==> src/hdl/usr_pkg.sv <==
`default_nettype none

package usr_pkg;

   localparam int SAMPLE_WIDTH_DEFAULT = 16;
   localparam int COUNT_WIDTH_DEFAULT = 10;

   // Integer bits of the line sample format; the rest are fraction bits.
   localparam int INT_BITS = 4;
   localparam int LEVEL_WIDTH = INT_BITS + 2;
   localparam int THRESHOLD_WIDTH = 15;
   localparam int DATA_BITS = 8;
   localparam int BIT_INDEX_WIDTH = 4;

   localparam int BIT_PERIOD_RESET = 16;
   localparam logic [THRESHOLD_WIDTH-1:0] EDGE_THRESHOLD_RESET = THRESHOLD_WIDTH'(2048);
   localparam logic PARITY_ENABLED_RESET = 1'b0;

   localparam int CSR_INDEX_WIDTH = 2;
   localparam logic [CSR_INDEX_WIDTH-1:0] CSR_BIT_PERIOD = 2'd0;
   localparam logic [CSR_INDEX_WIDTH-1:0] CSR_EDGE_THRESHOLD = 2'd1;
   localparam logic [CSR_INDEX_WIDTH-1:0] CSR_PARITY_ENABLED = 2'd2;

   typedef struct packed {
      logic start_edge;
      logic level_match;
      logic bit_one;
   } sample_flags_type;

endpackage

`default_nettype wire

==> src/hdl/usr_sample_eval.sv <==
`default_nettype none

module usr_sample_eval #(
   parameter int SAMPLE_WIDTH = usr_pkg::SAMPLE_WIDTH_DEFAULT
) (
   input  logic signed [SAMPLE_WIDTH-1:0]          sample,
   input  logic signed [SAMPLE_WIDTH-1:0]          prev_sample,
   input  logic [usr_pkg::THRESHOLD_WIDTH-1:0]     edge_threshold,
   output usr_pkg::sample_flags_type               flags
);

   localparam int FRAC_BITS = SAMPLE_WIDTH - usr_pkg::INT_BITS;
   localparam int LW = usr_pkg::LEVEL_WIDTH;
   localparam int DIFF_WIDTH = (SAMPLE_WIDTH + 1 > usr_pkg::THRESHOLD_WIDTH + 1) ?
                               SAMPLE_WIDTH + 1 : usr_pkg::THRESHOLD_WIDTH + 1;
   localparam logic [SAMPLE_WIDTH:0] HALF = (SAMPLE_WIDTH + 1)'(1) << (FRAC_BITS - 1);

   // Rounds half away from zero to the nearest whole level.
   function automatic logic signed [LW-1:0] level_of(input logic signed [SAMPLE_WIDTH-1:0] x);
      logic [SAMPLE_WIDTH-1:0] mag;
      logic [SAMPLE_WIDTH:0]   sum;
      logic [LW-2:0]           q;
      mag = x[SAMPLE_WIDTH-1] ? SAMPLE_WIDTH'(~x + 1'b1) : SAMPLE_WIDTH'(x);
      sum = {1'b0, mag} + HALF;
      q = sum[SAMPLE_WIDTH:FRAC_BITS];
      level_of = x[SAMPLE_WIDTH-1] ? -$signed({1'b0, q}) : $signed({1'b0, q});
   endfunction

   logic signed [LW-1:0]         level_now;
   logic signed [LW-1:0]         level_prev;
   logic signed [DIFF_WIDTH-1:0] fall;
   logic signed [DIFF_WIDTH-1:0] threshold_ext;

   assign level_now = level_of(sample);
   assign level_prev = level_of(prev_sample);
   assign fall = DIFF_WIDTH'(prev_sample) - DIFF_WIDTH'(sample);
   assign threshold_ext = $signed(DIFF_WIDTH'(edge_threshold));

   assign flags.start_edge = (level_now == '0) && (fall > threshold_ext);
   assign flags.level_match = (level_now == level_prev);
   assign flags.bit_one = $signed({sample[SAMPLE_WIDTH-1], sample}) >= $signed(HALF);

endmodule

`default_nettype wire

==> src/hdl/usr_frame_fsm.sv <==
`default_nettype none

module usr_frame_fsm #(
   parameter int COUNT_WIDTH = usr_pkg::COUNT_WIDTH_DEFAULT
) (
   input  logic                       clock,
   input  logic                       reset,
   input  logic                       advance,
   input  usr_pkg::sample_flags_type  flags,
   input  logic [COUNT_WIDTH-1:0]     bit_period,
   input  logic                       parity_enabled,
   output logic                       emit,
   output logic [usr_pkg::DATA_BITS-1:0] data_byte
);

   typedef enum logic [5:0] {
      PH_HUNT      = 6'b000001,
      PH_COUNT     = 6'b000010,
      PH_DATA      = 6'b000100,
      PH_PARITY    = 6'b001000,
      PH_STOP      = 6'b010000,
      PH_STOP_TAIL = 6'b100000
   } phase_type;

   localparam int BW = usr_pkg::BIT_INDEX_WIDTH;
   localparam int DB = usr_pkg::DATA_BITS;

   phase_type              phase_ff, phase_in;
   logic [COUNT_WIDTH-1:0] count_ff, count_in;
   logic [BW-1:0]          bit_ff, bit_in;
   logic [DB-1:0]          shift_ff, shift_in;

   logic [COUNT_WIDTH-1:0] bit_len;
   logic [COUNT_WIDTH-1:0] mid;
   logic [COUNT_WIDTH:0]   count_plus;
   logic [COUNT_WIDTH:0]   match_count;
   logic                   count_last;
   logic [BW-1:0]          bit_plus;

   assign bit_len = (bit_period == '0) ? COUNT_WIDTH'(1) : bit_period;
   assign mid = bit_len >> 1;
   assign count_plus = {1'b0, count_ff} + (COUNT_WIDTH + 1)'(1);
   assign count_last = count_plus >= {1'b0, bit_len};
   assign match_count = flags.level_match ? count_plus : {1'b0, count_ff};
   assign bit_plus = bit_ff + BW'(1);
   assign data_byte = shift_ff;

   always_comb begin
      phase_in = phase_ff;
      count_in = count_ff;
      bit_in = bit_ff;
      shift_in = shift_ff;
      emit = 1'b0;
      unique case (phase_ff)
         PH_HUNT: begin
            if (flags.start_edge) begin
               phase_in = PH_COUNT;
               count_in = '0;
            end
         end
         PH_COUNT: begin
            if (match_count >= {1'b0, bit_len}) begin
               phase_in = PH_DATA;
               count_in = '0;
               bit_in = '0;
               shift_in = '0;
            end else begin
               count_in = match_count[COUNT_WIDTH-1:0];
            end
         end
         PH_DATA: begin
            if (count_ff == mid) begin
               shift_in = {flags.bit_one, shift_ff[DB-1:1]};
            end
            if (count_last) begin
               count_in = '0;
               bit_in = bit_plus;
               if (bit_plus >= BW'(DB)) begin
                  phase_in = parity_enabled ? PH_PARITY : PH_STOP;
               end
            end else begin
               count_in = count_plus[COUNT_WIDTH-1:0];
            end
         end
         PH_PARITY: begin
            if (count_last) begin
               count_in = '0;
               phase_in = PH_STOP;
            end else begin
               count_in = count_plus[COUNT_WIDTH-1:0];
            end
         end
         PH_STOP: begin
            if (count_ff >= mid) begin
               if (flags.bit_one) begin
                  emit = 1'b1;
                  if (count_last) begin
                     phase_in = PH_HUNT;
                     count_in = '0;
                  end else begin
                     phase_in = PH_STOP_TAIL;
                     count_in = count_plus[COUNT_WIDTH-1:0];
                  end
               end else begin
                  phase_in = PH_HUNT;
                  count_in = '0;
               end
            end else begin
               count_in = count_plus[COUNT_WIDTH-1:0];
            end
         end
         PH_STOP_TAIL: begin
            if (count_last) begin
               phase_in = PH_HUNT;
               count_in = '0;
            end else begin
               count_in = count_plus[COUNT_WIDTH-1:0];
            end
         end
         default: begin
            phase_in = PH_HUNT;
            count_in = '0;
         end
      endcase
   end

   always_ff @(posedge clock) begin
      if (reset) begin
         phase_ff <= PH_HUNT;
         count_ff <= '0;
         bit_ff <= '0;
         shift_ff <= '0;
      end else if (advance) begin
         phase_ff <= phase_in;
         count_ff <= count_in;
         bit_ff <= bit_in;
         shift_ff <= shift_in;
      end
   end

endmodule

`default_nettype wire

==> src/hdl/uart_sample_receiver_core.sv <==
// UART receiver for 8 data bits, an optional parity bit and one stop bit, fed with
// samples of an idle-high serial line in signed fixed point (4 integer bits).
// Each item on the req_ channel is one line sample; an item on the rsp_ channel is
// one received byte, sent only when the stop bit reads high.
// The csr_ port writes samples per bit, the start edge threshold and the parity
// enable; write it only while no item is in flight.
// An accepted item is held in the input register, and its byte, if it makes one, is
// registered into the output register that drives rsp_valid as the item moves on.
// One item is taken per cycle outside stalls; the frame state updates once per item.
// When the rsp_ side stalls, items that produce no byte still pass, and the input
// register holds an item that would produce a byte until the output register drains.
// Reset clears the frame state, the previous sample and both valid flags, and loads
// the register defaults: 16 samples per bit, threshold 2048 and parity off.
`default_nettype none

module uart_sample_receiver_core #(
   parameter int SAMPLE_WIDTH = usr_pkg::SAMPLE_WIDTH_DEFAULT,
   parameter int COUNT_WIDTH = usr_pkg::COUNT_WIDTH_DEFAULT
) (
   input  logic                                     clock,
   input  logic                                     reset,
   input  logic                                     req_valid,
   output logic                                     req_ready,
   input  logic signed [SAMPLE_WIDTH-1:0]           req_line_sample,
   output logic                                     rsp_valid,
   input  logic                                     rsp_ready,
   output logic [usr_pkg::DATA_BITS-1:0]            rsp_data_byte,
   input  logic                                     csr_we,
   input  logic [usr_pkg::CSR_INDEX_WIDTH-1:0]      csr_index,
   input  logic [((COUNT_WIDTH > usr_pkg::THRESHOLD_WIDTH) ?
                  COUNT_WIDTH : usr_pkg::THRESHOLD_WIDTH)-1:0] csr_wdata
);

   localparam int TW = usr_pkg::THRESHOLD_WIDTH;

   logic [COUNT_WIDTH-1:0]         spb_ff;
   logic [TW-1:0]                  threshold_ff;
   logic                           parity_ff;

   logic                           s1_valid_ff, s1_valid_in;
   logic signed [SAMPLE_WIDTH-1:0] sample_ff, sample_in;
   logic signed [SAMPLE_WIDTH-1:0] prev_ff, prev_in;
   logic                           rsp_valid_ff, rsp_valid_in;
   logic [usr_pkg::DATA_BITS-1:0]  rsp_byte_ff, rsp_byte_in;

   usr_pkg::sample_flags_type      flags;
   logic                           emit;
   logic [usr_pkg::DATA_BITS-1:0]  frame_byte;
   logic                           out_free;
   logic                           advance;
   logic                           req_take;

   usr_sample_eval #(
      .SAMPLE_WIDTH(SAMPLE_WIDTH)
   ) u_eval (
      .sample(sample_ff),
      .prev_sample(prev_ff),
      .edge_threshold(threshold_ff),
      .flags(flags)
   );

   usr_frame_fsm #(
      .COUNT_WIDTH(COUNT_WIDTH)
   ) u_fsm (
      .clock(clock),
      .reset(reset),
      .advance(advance),
      .flags(flags),
      .bit_period(spb_ff),
      .parity_enabled(parity_ff),
      .emit(emit),
      .data_byte(frame_byte)
   );

   assign out_free = !rsp_valid_ff || rsp_ready;
   assign advance = s1_valid_ff && (!emit || out_free);
   assign req_ready = !s1_valid_ff || advance;
   assign req_take = req_valid && req_ready;
   assign rsp_valid = rsp_valid_ff;
   assign rsp_data_byte = rsp_byte_ff;

   always_comb begin
      s1_valid_in = s1_valid_ff;
      if (req_take) begin
         s1_valid_in = 1'b1;
      end else if (advance) begin
         s1_valid_in = 1'b0;
      end
      sample_in = req_take ? req_line_sample : sample_ff;
      prev_in = advance ? sample_ff : prev_ff;
      rsp_valid_in = rsp_valid_ff;
      rsp_byte_in = rsp_byte_ff;
      if (advance && emit) begin
         rsp_valid_in = 1'b1;
         rsp_byte_in = frame_byte;
      end else if (rsp_ready) begin
         rsp_valid_in = 1'b0;
      end
   end

   always_ff @(posedge clock) begin
      if (reset) begin
         s1_valid_ff <= 1'b0;
         prev_ff <= '0;
         rsp_valid_ff <= 1'b0;
      end else begin
         s1_valid_ff <= s1_valid_in;
         prev_ff <= prev_in;
         rsp_valid_ff <= rsp_valid_in;
      end
   end

   always_ff @(posedge clock) begin
      sample_ff <= sample_in;
      rsp_byte_ff <= rsp_byte_in;
   end

   always_ff @(posedge clock) begin
      if (reset) begin
         spb_ff <= COUNT_WIDTH'(usr_pkg::BIT_PERIOD_RESET);
         threshold_ff <= usr_pkg::EDGE_THRESHOLD_RESET;
         parity_ff <= usr_pkg::PARITY_ENABLED_RESET;
      end else if (csr_we) begin
         unique case (csr_index)
            usr_pkg::CSR_BIT_PERIOD:      spb_ff <= csr_wdata[COUNT_WIDTH-1:0];
            usr_pkg::CSR_EDGE_THRESHOLD:  threshold_ff <= csr_wdata[TW-1:0];
            usr_pkg::CSR_PARITY_ENABLED:  parity_ff <= csr_wdata[0];
            default: begin
            end
         endcase
      end
   end

   // A new byte never lands on a result that is still waiting.
   a_no_overwrite: assert property (@(posedge clock) disable iff (reset)
      (rsp_valid_ff && !rsp_ready) |-> !(advance && emit))
      else $error("result register overwritten while stalled");

   // A held item moves on whenever the output side has room.
   a_no_idle_stall: assert property (@(posedge clock) disable iff (reset)
      (s1_valid_ff && out_free) |-> advance)
      else $error("input register stalled with a free output");

   // The previous sample follows every processed item.
   a_prev_tracks: assert property (@(posedge clock) disable iff (reset)
      advance |=> (prev_ff == $past(sample_ff)))
      else $error("previous sample not updated");

endmodule

`default_nettype wire
==> config.mk <==
export PLATFORM = sky130hd
export DESIGN_NAME = uart_sample_receiver_core
export DESIGN_NICKNAME = d
export VERILOG_FILES = /design/src/hdl/usr_pkg.sv /design/src/hdl/usr_sample_eval.sv /design/src/hdl/usr_frame_fsm.sv /design/src/hdl/uart_sample_receiver_core.sv
export SDC_FILE = /design/constraint.sdc
export NUM_CORES = 1
export LEC_CHECK = 0
export ABC_AREA = 1
export BUFFER_PORTS_ARGS = -buffer_cell sky130_fd_sc_hd__buf_2
export CORE_UTILIZATION = 63
export CTS_BUF_LIST = sky130_fd_sc_hd__clkbuf_8
export DETAILED_ROUTE_END_ITERATION = 12
export HOLD_SLACK_MARGIN = 0.03
export PLACE_DENSITY = 0.83
export SETUP_SLACK_MARGIN = 0.3
export SYNTH_ARGS = -nofsm -noshare
export SYNTH_HDL_FRONTEND = slang
export SYNTH_SLANG_ARGS = --single-unit
==> constraint.sdc <==
create_clock -name clock -period 5.7 [get_ports clock]
set_clock_uncertainty 0.15 [all_clocks]
set_input_delay 1.14 -clock clock [delete_from_list [all_inputs] [get_ports clock]]
set_output_delay 1.14 -clock clock [all_outputs]
set_load 0.1 [all_outputs]
==> results by group, run 1 <==
Detailed routing
  • Total number of vias: ~6.3k
  • First-pass DRT Iterations: 6
  • Routed vias/inst: between 5 and 6
  • DRC errors left: 0
  • Detailed Route Iter0 Violations: ~380
  • Final wirelength: around 16 mm
  • Antenna violation net count after detailed routing: 0
  • DR WL/cell: roughly 14 um

STA
  • Setup ws final: just under 700 ps
  • Fmax: roughly 200 MHz
  • Setup TNS: 0 ps
  • RSZ-0062 raised after global routing: yes
  • Final worst path period need: roughly 5000 ps
  • Fin. Hold Viols: 0
  • Pins Over Slew Limit: 0
  • Slew HR: about two fifths
  • Final setup viols: 0
  • Final cycle utilization of the critical path: 87.9%
  • Worst Tran Pin Value: between 800 and 900 ps

Synthesis
  • Cell Area, Synth: between 6000 and 7000 um^2
  • #FFs+latches synth: 96
  • Mean Syn Cell Area: 6.96 um^2
  • Sequential area share after synthesis: 32.2%
  • YS warnings: 0
  • Area contributors post-synth: dfxtp_1 (21%), nand2_1 (13%), ha_1 (12%)
  • Synth unique cells: 41
  • Share of the synthesized area in the top cell type: between 20% and 30%
  • Mapped Nets: about 1.1k
  • Synth area leader: dfxtp_1
  • Mapped Cells: roughly 960

Placement
  • PortBufs: between 40 and 50
  • Global placement routability congestion: roughly 0.97
  • Pre-CTS setup slack: ~300 ps
  • HPWL after DPL: ~12 mm
  • Placed Area: ~7000 um^2

CTS
  • TritonCTS clock tree: built
  • Clk_lat worst skew: between 300 and 400 ps
  • Max clock buf depth: 2
  • TritonCTS Sinks: 96
  • CTS Buf Count: 9
  • CTS Root Cell: clkbuf_8
  • Clock-pin slew on the worst setup and hold paths: roughly 90 ps
  • H-tree Lvls: 3

Worst setup path
  • R2R Path End: u_fsm.data_byte[1]$_SDFFE_PP0P_
  • Critical Path AT: 5110 ps
  • Critical path type: reg -> reg
  • Slowest stage delay, CP: 360 ps
  • Setup crit end kind: register
  • R2R cell count: 39
  • RR Startpoint: prev_ff[2]$_SDFFE_PP0P_
  • Worst R2R Setup Slack: approximately 690 ps
  • Critical Path Source Type: register
  • Worst Path Required: around 5800 ps
  • Most frequent CP cell: nand2_1
  • Cell with the largest stage delay on the worst path: dfxtp_1
  • CP max FO: 9

Floorplanning
  • Area of the core: about 10,000 um^2
  • Die area: roughly 11,000 um^2
  • # IOs: between 40 and 50
  • Initial core utilization: between 60% and 70%
  • Die Y: ~110 um
  • Row cnt: 37
  • Die width: 105 um

Run status
  • Status: finished clean

GRT
  • GR Util All Layers: 28.8%
  • First-pass GRT wire length: roughly 25 mm
  • Largest net degree at the start of global routing: 36
  • Grt total ovfl: 0
  • Initial antenna violation count: 0
  • Vias in the first global route: between 5k and 6k

Pwr
  • Combinational power share: approximately 27%
  • Leak Pwr: around 3.5 nW
  • Clock share of power: between 20% and 30%
  • Peak supply drop: between 200 and 250 uV
  • Sw frac: 33.2%
  • Sw power: 548 uW
  • Pint: between 1 and 1.5 mW
  • Power density over the cells: around 220 nW/um^2
  • Sequential power share: 45.2%

Hold path
  • Min-Delay Path Class: reg -> reg
  • Hold path start: u_fsm.data_byte[2]$_SDFFE_PP0P_
  • Hold path depth: 0
  • WHS Endpoint: rsp_data_byte[2]$_DFFE_PP_

Layout
  • Layout area overhead: 10.4%
  • # diodes: 0
  • Final Cell Area: around 7400 um^2
  • Fin nets: approximately 1.1k
  • Fill cells: 887
  • Register area: about 2200 um^2
  • Area occupied by multi-input gates: around 4000 um^2
  • Fraction of layout cells with a size suffix above 1: 12.0%

Flow run
  • MaxCap Viol Count: 0
layer usage:
layer	GRT usage (%)	part of all wire [%]	wire, um
met3	4.58	5.4	842
met4	13.4	3.3	518
met5	0	0	0
met2	47.6	47	7330
met1	36.8	45	7000
worst max path at each step:
stage,cells past startpoint,endpoint,startpoint
after floorplan,39,u_fsm.count_ff[4]$_SDFFE_PP0P_,prev_ff[3]$_SDFFE_PP0P_
after global placement,38,u_fsm.count_ff[8]$_SDFFE_PP0P_,prev_ff[3]$_SDFFE_PP0P_
after detailed placement,39,u_fsm.count_ff[6]$_SDFFE_PP0P_,prev_ff[3]$_SDFFE_PP0P_
after CTS,39,u_fsm.count_ff[6]$_SDFFE_PP0P_,prev_ff[3]$_SDFFE_PP0P_
after global routing,25,u_fsm.count_ff[9]$_SDFFE_PP0P_,sample_ff[0]$_DFFE_PP_
final,39,u_fsm.data_byte[1]$_SDFFE_PP0P_,prev_ff[2]$_SDFFE_PP0P_
per-stage QoR:
step | power [mW] | std cells | util [%] | hold slack (ps)
2_1_floorplan | 1.08 | 964 | - | 258
3_3_place_gp | 1.17 | 1126 | 68.2 | 261
3_5_place_dp | 1.18 | 1126 | 68.2 | 263
4_1_cts | 1.64 | 1142 | 70.1 | 285
5_1_grt | 1.75 | 1153 | 71.8 | 304
6_report | 1.65 | 1153 | 71.8 | 286
sequential cells by signal, indices dropped and copies added (netlist names):
signal / count
rsp_valid: 1
threshold_ff: 15
s1_valid_ff: 1
u_fsm.bit_ff: 4
rsp_data_byte: 8
sample_ff: 16
parity_ff: 1
u_fsm.data_byte: 8
u_fsm.count_ff: 10
u_fsm.phase_ff: 6
prev_ff: 16
spb_ff: 10
final cells by class:
cell class                      instances  area share (%)
Sequential cell                        96            29.2
Multi-Input combinational cell        710            54.3
Tap cell                              136            2.29
Clock inverter                          6           0.810
Inverter                              135            6.83
Clock buffer                           10            1.86
Timing Repair Buffer                   60            4.66
layout by cell type, fill, tap and decap left out, types with 12 or more instances in the layout:
cell type | Yosys | final
a21oi_1 | 88 | 86
buf_2 | 6 | 47
buf_4 | 0 | 12
dfxtp_1 | 72 | 71
edfxtp_1 | 24 | 24
ha_1 | 66 | 64
inv_1 | 130 | 130
nand2_1 | 229 | 228
nand3_1 | 57 | 54
nand4_1 | 27 | 27
nor2_1 | 90 | 84
nor3_1 | 12 | 12
o21ai_0 | 52 | 49
xor2_1 | 17 | 17
Yosys cell counts, drive strengths merged:
| master | number |
|---|---|
| a211oi | 2 |
| a21o | 1 |
| a21oi | 90 |
| a221oi | 2 |
| a31oi | 1 |
| a41o | 1 |
| buf | 7 |
| clkbuf | 17 |
| dfxtp | 72 |
| edfxtp | 24 |
| fa | 1 |
| ha | 66 |
| inv | 135 |
| nand2 | 238 |
| nand3 | 60 |
| nand3b | 1 |
| nand4 | 29 |
| nor2 | 98 |
| nor3 | 12 |
| nor4 | 3 |
| o2111ai | 2 |
| o211ai | 6 |
| o21a | 3 |
| o21ai | 60 |
| o21bai | 3 |
| o31ai | 3 |
| o41ai | 1 |
| or2 | 2 |
| xnor2 | 7 |
| xor2 | 17 |
power groups by stage:
stage                     Combinational, mW  Clock [mW]  Sequential [mW]
final                                 0.442       0.462            0.747
after global routing                  0.502       0.500            0.750
after CTS                             0.421       0.469            0.746
after detailed placement              0.418           0            0.762
after global placement                0.408           0            0.761
after floorplan                       0.327           0            0.753
kinds of logic after synthesis:
group | count (synthesis) | share of synthesized area [%]
simple gates | 443 | 28.6
compound gates | 175 | 14.4
buf+inv | 159 | 9.11
flops | 96 | 32.2
fa+ha+maj | 67 | 12.6
xor+xnor | 24 | 3.13
worst max-delay path: cells and delay by family, from the launching register on:
kind                       cells  cell delay [ps]
adders and majority gates      3              610
and+or+nand+nor               25             2440
buffers and inverters          3              270
AOI/OAI and AO/OA              8             1060
DFF                            1              360
timing repair:
item	4_1_cts	5_1_grt
pin swaps	0	11
cloned	0	1
setup endpoints to repair	4	28
setup buffers	0	10
gates resized for setup	1	27
hold buffers	0	0
hold endpoints to repair	0	0
No activity file was read; power rests on OpenSTA's default activity.
==> run 2: changes to the inputs <==
CORE_UTILIZATION = 62   (was 63)
CTS_BUF_LIST = default   (was sky130_fd_sc_hd__clkbuf_8)
PLACE_DENSITY = 0.82   (was 0.83)
==> results by group, run 2 (same netlist as run 1, synthesis figures left out) <==
Run status
  • Status: finished clean (unchanged)

Layout
  • Layout area overhead: 10.7% (was 10.4%)
  • Fin nets: 1,114 (was 1,117)
  • Most frequent cells in the layout: nand2_1 (227), inv_1 (129), a21oi_1 (87) (was nand2_1 (228), inv_1 (130), a21oi_1 (86))
  • Commonest non-fill, non-tap cell in the layout: nand2_1 (unchanged)
  • Largest registers: prev_ff x16, sample_ff x16, threshold_ff x15 (unchanged)
  • # diodes: 0 (unchanged)
  • Post-layout util: 71.3% (was 71.8%)
  • Fraction of layout cells with a size suffix above 1: 12.3% (was 12.0%)

STA
  • Pins Over Slew Limit: 0 (unchanged)
  • Fin. Hold Viols: 0 (unchanged)
  • Slew HR: 41.4% (was 41.0%)
  • Final setup viols: 0 (unchanged)
  • Final worst path period need: 5030 ps (was 5010 ps)
  • Worst Tran Pin Value: 876 ps (was 882 ps)
  • Setup TNS: 0 ps (unchanged)
  • RSZ-0062 raised after global routing: no (was yes)
  • Final cycle utilization of the critical path: 88.2% (was 87.9%)
  • Fmax: 199 MHz (was 200 MHz)

CTS
  • CTS Root Cell: clkbuf_8 (unchanged)
  • Max clock buf depth: 2 (unchanged)
  • TritonCTS Sinks: 96 (unchanged)
  • CTS Buf Count: 9 (unchanged)
  • H-tree Lvls: 3 (unchanged)
  • Hold_buf cts: 0 (unchanged)
  • Clk_lat worst skew: 400 ps (was 380 ps)
  • Clock-pin slew on the worst setup and hold paths: 100 ps (was 90 ps)
  • TritonCTS clock tree: built (unchanged)

Placement
  • PortBufs: 47 (unchanged)
  • Global placement routability congestion: 0.958 (was 0.970)
  • HPWL after DPL: 12.0 mm (was 11.8 mm)

Pwr
  • Peak supply drop: 213 uV (was 224 uV)
  • Power density over the cells: 231 nW/um^2 (was 223 nW/um^2)
  • Leak Pwr: 3.52 nW (was 3.53 nW)

Worst setup path
  • Critical Path AT: 5150 ps (was 5110 ps)
  • Setup crit end kind: register (unchanged)
  • Worst Path Required: 5830 ps (was 5800 ps)
  • Most frequent CP cell: nand2_1 (unchanged)
  • CP max FO: 8 (was 9)
  • Cell with the largest stage delay on the worst path: dfxtp_4 (was dfxtp_1)
  • Critical Path Source Type: register (unchanged)
  • Slowest stage delay, CP: 380 ps (was 360 ps)
  • Critical path type: reg -> reg (unchanged)

Floorplanning
  • Die width: 106 um (was 105 um)
  • Row cnt: 37 (unchanged)
  • # IOs: 48 (unchanged)
  • Die area: 11,200 um^2 (was 11,100 um^2)
  • Initial core utilization: 64.5% (was 65.0%)
  • Area of the core: 10,400 um^2 (was 10,300 um^2)
  • Die Y: 106 um (was 105 um)

GRT
  • First-pass GRT wire length: 26.0 mm (was 25.2 mm)
  • Grt total ovfl: 0 (unchanged)
  • Largest net degree at the start of global routing: 37 (was 36)
  • Initial antenna violation count: 0 (unchanged)
  • Vias in the first global route: 5,787 (was 5,492)
  • GR Util All Layers: 29.1% (was 28.8%)

Detailed routing
  • DR WL/cell: 14.0 um (was 13.6 um)
  • First-pass DRT Iterations: 5 (was 6)
  • Detailed Route Iter0 Violations: 427 (was 375)
  • Total number of vias: 6,417 (was 6,301)
  • Final wirelength: 16.1 mm (was 15.7 mm)
  • Antenna violation net count after detailed routing: 0 (unchanged)
  • DRC errors left: 0 (unchanged)
  • Routed vias/inst: 5.58 (was 5.46)

Hold path
  • Min-Delay Path Class: reg -> reg (unchanged)

Flow run
  • MaxCap Viol Count: 0 (unchanged)
[run 2: cell types whose count changed in the layout (fill, tap and decap cells not counted), sizes merged]
cell	previous run	this run
o21ai	60	61
inv	136	137
clkbuf	10	9
nand3	60	61
buf	60	55
clkinv	4	3
bufinv	1	2
[run 2: routing by layer]
metal	part of all wire, %	vias to the layer above	GRT usage [%]
li1	-	3281	-
met1	45	2931	36.4
met2	48	170	49.7
met3	4.4	35	3.49
met4	2.9	0	14.5
met5	0	-	0
[run 2: power by group]
part	internal, mW	switching (mW)	leakage (nW)	total (mW)
clock network	0.252	0.271	0.116	0.523
registers	0.725	0.0236	0.821	0.749
logic	0.163	0.280	2.58	0.442
total	1.14	0.574	3.52	1.71
[run 2: metrics by stage]
stage	setup WS (ps)	cells	hold WS [ps]	total power, mW	instance area, um^2
floorplan	921	964	258	1.08	6710
global placement	446	1127	261	1.17	7040
detailed placement	253	1127	265	1.18	7040
CTS	312	1143	289	1.70	7280
global route	244	1150	303	1.81	7430
finish	675	1150	289	1.71	7430
[run 2: what timing repair did]
item,CTS,global route
resized for setup,1,30
gates cloned,0,3
setup buffers,0,4
setup endpoints to repair,10,28
pin swaps,0,12
[run 2: layout make-up]
type / count / area, um^2
Clock inverter: 7 / 103
Inverter: 135 / 507
Sequential cell: 96 / 2170
Clock buffer: 9 / 124
Fill cell: 907 / 2990
Timing Repair Buffer: 55 / 295
Multi-Input combinational cell: 712 / 4060
Tap cell: 136 / 170
[run 2: final timing paths]
check | from | to | slack [ps] | cells after the start
worst min-delay path | u_fsm.data_byte[6]$_SDFFE_PP0P_ | rsp_data_byte[6]$_DFFE_PP_ | 290 | 0
worst min register to register | u_fsm.data_byte[6]$_SDFFE_PP0P_ | rsp_data_byte[6]$_DFFE_PP_ | 290 | 0
worst max register to register | prev_ff[1]$_SDFFE_PP0P_ | u_fsm.data_byte[4]$_SDFFE_PP0P_ | 670 | 38
worst max-delay path | prev_ff[1]$_SDFFE_PP0P_ | u_fsm.data_byte[4]$_SDFFE_PP0P_ | 670 | 38
[run 2: worst max-delay path, delay by kind of cell, from the launching register on]
kind	cells	cell delay [ps]
and+or+nand+nor	25	2400
AOI/OAI and AO/OA	8	1100
adders and majority gates	3	670
DFF	1	380
buffers and inverters	2	210
==> run 3: changes to the inputs <==
CORE_UTILIZATION = 45   (was 62)
PLACE_DENSITY = default   (was 0.82)
==> results by group, run 3 (same netlist as run 1, synthesis figures left out) <==
Floorplanning
  • Initial core utilization: 46.2% (was 64.5%)
  • Row cnt: 44 (was 37)
  • # IOs: 48 (unchanged)
  • Area of the core: 14,500 um^2 (was 10,400 um^2)
  • Die Y: 124 um (was 106 um)
  • Die area: 15,400 um^2 (was 11,200 um^2)
  • Die width: 124 um (was 106 um)

Pwr
  • Peak supply drop: 148 uV (was 213 uV)
  • Power density over the cells: 241 nW/um^2 (was 231 nW/um^2)
  • Leak Pwr: 3.61 nW (was 3.52 nW)
  • Final Total Pwr: 1.84 mW (was 1.71 mW)

CTS
  • Max clock buf depth: 2 (unchanged)
  • Hold_buf cts: 0 (unchanged)
  • CTS Buf Count: 9 (unchanged)
  • Clk_lat worst skew: 350 ps (was 400 ps)
  • Clock-pin slew on the worst setup and hold paths: 70 ps (was 100 ps)
  • TritonCTS clock tree: built (unchanged)
  • H-tree Lvls: 3 (unchanged)
  • TritonCTS Sinks: 96 (unchanged)
  • CTS Root Cell: clkbuf_16 (was clkbuf_8)

Placement
  • Placed insts: 1,180 (was 1,127)
  • HPWL after DPL: 12.5 mm (was 12.0 mm)
  • PortBufs: 47 (unchanged)
  • Global placement routability congestion: 0.882 (was 0.958)

Layout
  • Most frequent cells in the layout: nand2_1 (228), inv_1 (129), a21oi_1 (85) (was nand2_1 (227), inv_1 (129), a21oi_1 (87))
  • Layout area overhead: 14.0% (was 10.7%)
  • Final cell count without fillers: 1,208 (was 1,150)
  • Register area: 2160 um^2 (was 2170 um^2)
  • Commonest non-fill, non-tap cell in the layout: nand2_1 (unchanged)
  • Fraction of layout cells with a size suffix above 1: 12.9% (was 12.3%)
  • Area occupied by multi-input gates: 4070 um^2 (was 4060 um^2)
  • # diodes: 0 (unchanged)
  • Fin nets: 1,124 (was 1,114)
  • Largest registers: prev_ff x16, sample_ff x16, threshold_ff x15 (unchanged)
  • Fill cells: 1,494 (was 907)

GRT
  • First-pass GRT wire length: 26.1 mm (was 26.0 mm)
  • Initial antenna violation count: 0 (unchanged)
  • Grt total ovfl: 0 (unchanged)
  • GR Util All Layers: 22.1% (was 29.1%)
  • Vias in the first global route: 5,402 (was 5,787)
  • Largest net degree at the start of global routing: 46 (was 37)

Detailed routing
  • DR WL/cell: 13.6 um (was 14.0 um)
  • Routed vias/inst: 5.12 (was 5.58)
  • Detailed Route Iter0 Violations: 335 (was 427)
  • Total number of vias: 6,186 (was 6,417)
  • Final wirelength: 16.4 mm (was 16.1 mm)
  • DRC errors left: 0 (unchanged)
  • First-pass DRT Iterations: 5 (unchanged)
  • Antenna violation net count after detailed routing: 0 (unchanged)

Worst setup path
  • CP max FO: 7 (was 8)
  • Cell with the largest stage delay on the worst path: dfxtp_1 (was dfxtp_4)
  • Worst Path Required: 5830 ps (about the same)
  • Most frequent CP cell: nand2_1 (unchanged)
  • Critical path type: reg -> reg (unchanged)
  • Critical Path Source Type: register (unchanged)
  • Critical Path AT: 5120 ps (was 5150 ps)
  • R2R cell count: 37 (was 38)
  • Slowest stage delay, CP: 350 ps (was 380 ps)
  • Setup crit end kind: register (unchanged)

STA
  • Fmax: 200 MHz (was 199 MHz)
  • Setup TNS: 0 ps (unchanged)
  • Worst Tran Pin Value: 761 ps (was 876 ps)
  • Final setup viols: 0 (unchanged)
  • Final worst path period need: 4990 ps (was 5030 ps)
  • Fin. Hold Viols: 0 (unchanged)
  • RSZ-0062 raised after global routing: no (unchanged)
  • Hold WS: 283 ps (was 289 ps)
  • Pins Over Slew Limit: 0 (unchanged)
  • Slew HR: 48.8% (was 41.4%)
  • Final cycle utilization of the critical path: 87.6% (was 88.2%)

Flow run
  • MaxCap Viol Count: 0 (unchanged)

Run status
  • Status: finished clean (unchanged)

Hold path
  • Hold path depth: 0 (unchanged)
  • Min-Delay Path Class: reg -> reg (unchanged)
-- run 3: changes by cell type in the layout (fill, tap and decap cells not counted), sizes merged --
cell,change
inv,+1
bufinv,-1
buf,+10
-- run 3: final timing paths --
path | endpoint | slack, ps | start
max | u_fsm.data_byte[4]$_SDFFE_PP0P_ | 710 | prev_ff[2]$_SDFFE_PP0P_
min | rsp_data_byte[6]$_DFFE_PP_ | 280 | u_fsm.data_byte[6]$_SDFFE_PP0P_
max reg2reg | u_fsm.data_byte[4]$_SDFFE_PP0P_ | 710 | prev_ff[2]$_SDFFE_PP0P_
min reg2reg | rsp_data_byte[6]$_DFFE_PP_ | 280 | u_fsm.data_byte[6]$_SDFFE_PP0P_
-- run 3: layout make-up --
type | count | share of cell area [%]
multi-input cells | 712 | 53.2
flip-flops and latches | 96 | 28.3
inverters | 135 | 6.62
repair buffers | 65 | 4.84
well taps | 184 | 3.01
clock buffers | 9 | 2.94
clock inverters | 7 | 1.11
-- run 3: through the flow --
step / worst slack, ps / instance area [um^2] / util (%)
2_1_floorplan: 921 / 6710 / -
3_3_place_gp: 261 / 7140 / 49.1
3_5_place_dp: 148 / 7140 / 49.1
4_1_cts: 391 / 7470 / 51.4
5_1_grt: 288 / 7650 / 52.6
6_report: 709 / 7650 / 52.6
-- run 3: critical path: cells and delay by family, from the launching register on --
kind	cells	cell delay, ps
simple gates	23	2430
compound gates	8	1070
fa+ha+maj	3	700
flops	1	350
buf+inv	3	250
-- run 3: power breakdown --
part | internal [mW] | switching [mW]
Clock | 0.349 | 0.294
Sequential | 0.725 | 0.0210
Combinational | 0.171 | 0.280
Total | 1.24 | 0.595
-- run 3: what timing repair did --
action | CTS | global route
setup buffers | 0 | 9
gates resized for setup | 3 | 25
pin swaps | 0 | 8
gates cloned | 0 | 3
setup endpoints to repair | 16 | 28
-- run 3: metal layers --
layer	global-route usage [%]	share of wire, %
met1	28.3	47
met2	38.0	48
met3	3.39	3.6
met4	6.32	1.6
met5	0	0
